[config.mk]
export PLATFORM = sky130hd
export DESIGN_NAME = swm_cell
export DESIGN_NICKNAME = d
export VERILOG_FILES = /design/src/rtl/core/swm_cell.sv
export SDC_FILE = /design/constraint.sdc
export NUM_CORES = 1
export LEC_CHECK = 0
export ABC_AREA = 1
export CAP_MARGIN = 10
export CORE_MARGIN = 5
export CORE_UTILIZATION = 53
export DETAILED_ROUTE_END_ITERATION = 8
export DONT_BUFFER_PORTS = 1
export GPL_ROUTABILITY_DRIVEN = 1
export GPL_TIMING_DRIVEN = 1
export PLACE_DENSITY = 0.77
export SLEW_MARGIN = 20
export SYNTH_ARGS = -nofsm -noshare
export SYNTH_HDL_FRONTEND = slang
export SYNTH_SLANG_ARGS = --single-unit
[constraint.sdc]
create_clock -name clk -period 2 [get_ports clk]
set_input_delay 0.1 -clock clk [delete_from_list [all_inputs] [get_ports clk]]
set_output_delay 0.1 -clock clk [all_outputs]
set_load 0.01 [all_outputs]
[src/rtl/core/swm_cell.sv]
// ----------------------------------------------------------------------------
// swm_cell: one age slot of the candidate chain
// Holds the sample of its age and whether that sample is still a candidate
// for the maximum; takes the neighbor's slot on every accepted sample.
// ----------------------------------------------------------------------------
module swm_cell #(
  parameter int SAMPLE_WIDTH = 32
) (
  input  logic                           clk,
  input  logic                           rst,
  input  logic                           shift_en,
  input  logic                           head,
  input  logic                           in_window,
  input  logic signed [SAMPLE_WIDTH-1:0] sample,
  input  logic signed [SAMPLE_WIDTH-1:0] prev_value,
  input  logic                           prev_cand,
  output logic signed [SAMPLE_WIDTH-1:0] value,
  output logic                           cand
);

  logic above_sample;
  logic cand_next;

  assign above_sample = prev_value > sample;

  // a slot survives only if still inside the window and not beaten by the new sample
  assign cand_next = head ? 1'b1 : (prev_cand & in_window & above_sample);

  always_ff @(posedge clk) begin
    if (rst) begin
      cand <= 1'b0;
    end else if (shift_en) begin
      cand <= cand_next;
    end
  end

  always_ff @(posedge clk) begin
    if (shift_en) begin
      value <= head ? sample : prev_value;
    end
  end

endmodule

==> results.py <==
metrics = {
    "logic_synthesis": {
        "syn_area_per_cell_um2": 8.61,
        "synthesis.area_um2": 2190,
        "yosys.area.top_type": "edfxtp_1",
        "syn_nets": 357,
        "synth_warnings": 0,
        "syn_inst": 255,
        "synth_top_area_frac": 0.438,
        "seq_area_frac_synth": 0.447,
        "ys_types": 20,
        "ys_top_cells_by_area": "edfxtp_1, ha_1, a21oi_1, nor2_1, nand2_1",
        "ys_seq_elements": 33,
    },
    "floorplanning": {
        "row_count": 23,
        "core_um2": 4000,
        "dieWidth_um": 74.4,
        "start_util": 0.549,
        "io_pins": 103,
        "die_area_um2": 5530,
        "die_h_um": 74.4,
    },
    "finish": {
        "mostFrequentLayoutCells": "a21oi_1, nor2_1, nand2_1, inv_1",
        "antenna_cells_inserted": 0,
        "finalNetCount": 359,
        "area_delta_synth_final_pct": 7.01,
        "layout.cells.non_filler": 308,
        "drive_gt1_frac": 0.0581,
        "layout_commonest_cell": "a21oi_1",
    },
    "pwr": {
        "p_sw_frac": 0.257,
        "p_per_area_nw_per_um2": 697,
        "combPwrFrac": 0.141,
        "clkPwrFrac": 0.314,
        "p_sw_uw": 421,
        "pwr-share-seq": 0.546,
        "cellLeakagePower_nw": 1.12,
        "ir_worst_vdd_mv": 0.454,
        "p_int_mw": 1.22,
    },
    "clock_network": {
        "cts_max_path_buffers": 2,
        "clkTransAtPathRegs_ns": 0.06,
        "clock-root-buffer": "clkbuf_8",
        "clkSinkCount": 33,
        "cts_tree": "yes",
        "cts_buffers": 5,
        "htreeDepth": 2,
        "clock_latency_ns": 0.27,
    },
    "sta": {
        "min_period_over_period": 0.594,
        "setup_viol": 0,
        "relSlewSlack": 0.844,
        "skew_ns": 0,
        "setup_tns_ns": 0,
        "slew_violations": 0,
        "timing.fmax_mhz": 842,
        "rsz0062_at_grt": "no",
        "layout_min_cycle_time_ns": 1.19,
        "finalHoldViolCount": 0,
        "worstMarginPinSlew_ns": 0.234,
    },
    "global_route": {
        "grt.overflow.total": 0,
        "grt_pass1_vias": 1527,
        "grt_start_max_net_pins": 66,
        "grt_usage": 0.167,
        "grt_pass1_wl_um": 6870,
        "grt_antenna_before_repair": 0,
    },
    "critical_path": {
        "crit_start": "sample[25]",
        "slowest_stage": "ha_1",
        "crit_path_cell_trace": "inv_1, ha_1, a21oi_1, o21ai_0, nand2_1, nand2_1, a21oi_1, nand2_1, nand2_1, nand3_1, a21oi_2",
        "required_ns": 2.21,
        "cp_slowest_stage_delay_ns": 0.30,
        "crit_top_cell": "nand2_1",
        "r2r_start": "cand",
        "r2r_end": "cand",
        "r2r_slack_ns": 1.32,
        "start_kind": "input pin",
        "critPathKind": "input pin to flop",
        "rr_worst_depth": 2,
        "arrival_ns": 1.40,
        "critPathCaptureType": "flop",
        "cp_max_fo": 2,
    },
    "hold_path": {
        "hold_path_end": "cand",
        "hp-class": "input pin to flop",
        "min_path_cells": 2,
        "hold_start": "rst",
    },
    "placement": {
        "dp_cells": 298,
        "place_congestion": 0.755,
        "port_buffers": 0,
        "dpl.hpwl_um": 3500,
    },
    "job": {
        "cap_violations": 0,
    },
    "routing": {
        "wirelength_um": 4540,
        "firstDrtPassIters": 5,
        "drc_errors": 0,
        "wire_per_inst_um": 14.7,
        "drt_iter0_drc": 69,
        "avgViaCountPerCell": 5.23,
        "vias": 1611,
        "antenna_left": 0,
    },
    "status": {
        "outcome": "finished, final reports clean",
    },
}
## worst max-delay path by stage
stage,cells past startpoint,endpoint,slack [ns]
floorplan,10,cand,0.76
global placement,10,cand,0.55
detailed placement,10,cand,0.54
CTS,10,cand,0.83
global route,10,cand,0.66
finish,11,cand,0.81
## power by group through the flow
stage / registers [mW] / clock network, mW / logic [mW]
floorplan: 0.899 / 0 / 0.191
global placement: 0.910 / 0 / 0.204
detailed placement: 0.912 / 0 / 0.213
CTS: 0.897 / 0.533 / 0.233
global route: 0.901 / 0.566 / 0.274
finish: 0.894 / 0.514 / 0.230
## metal layers
layer / part of all wire / routed length (um) / GRT usage / vias to the layer above
met5: 0 / 0 / 0 / -
met4: 0.0084 / 38 / 0.0534 / 0
met3: 0.073 / 329 / 0.0554 / 4
met2: 0.52 / 2370 / 0.297 / 61
met1: 0.40 / 1800 / 0.190 / 693
li1: - / - / - / 853
## state kept, by name, summed over array words and instances (netlist names)
signal  cells
cand        1
value      32
## cells in the mapped netlist
master / instances
a21o_1: 1
a21oi_1: 46
a21oi_2: 1
buf_1: 4
buf_2: 2
clkbuf_1: 1
dfxtp_1: 1
edfxtp_1: 32
ha_1: 32
inv_1: 38
inv_2: 4
nand2_1: 39
nand2_2: 1
nand3_1: 3
nand4_1: 2
nor2_1: 40
nor2_2: 2
o21a_1: 2
o21ai_0: 3
o21bai_1: 1
## repair_timing
action | in CTS | in global routing
buffers inserted | 0 | 0
endpoints found under the hold margin | 33 | 0
hold buffers | 2 | 0
gates resized for setup | 0 | 0
## cell families after synthesis
logic type / share of synthesized area
flops: 0.447
compound gates: 0.129
fa+ha+maj: 0.182
simple gates: 0.156
buf+inv: 0.0849
## worst max-delay path, delay by kind of cell
kind / cells / cell delay (ns)
adder cells (fa/ha/maj): 1 / 0.30
buffers and inverters: 1 / 0.03
AND/OR/NAND/NOR: 5 / 0.34
AO/OA/AOI/OAI: 4 / 0.63
## stage by stage
stage | hold WS [ns] | area (um^2) | setup WS [ns] | power, mW | util
2_1_floorplan | 0.212 | 2190 | 0.760 | 1.09 | -
3_3_place_gp | 0.215 | 2230 | 0.553 | 1.11 | 0.557
3_5_place_dp | 0.214 | 2230 | 0.536 | 1.12 | 0.557
4_1_cts | 0.00166 | 2350 | 0.827 | 1.66 | 0.587
5_1_grt | 0.0123 | 2350 | 0.661 | 1.74 | 0.587
6_report | 0.00611 | 2350 | 0.812 | 1.64 | 0.587
## final cells by class
class | count | area [um^2]
Timing Repair Buffer | 2 | 30.0
Inverter | 42 | 158
Sequential cell | 33 | 981
Clock buffer | 8 | 90.1
Multi-Input combinational cell | 173 | 1030
Fill cell | 349 | 1650
Tap cell | 50 | 62.6
No activity file was read; power rests on OpenSTA's default activity.
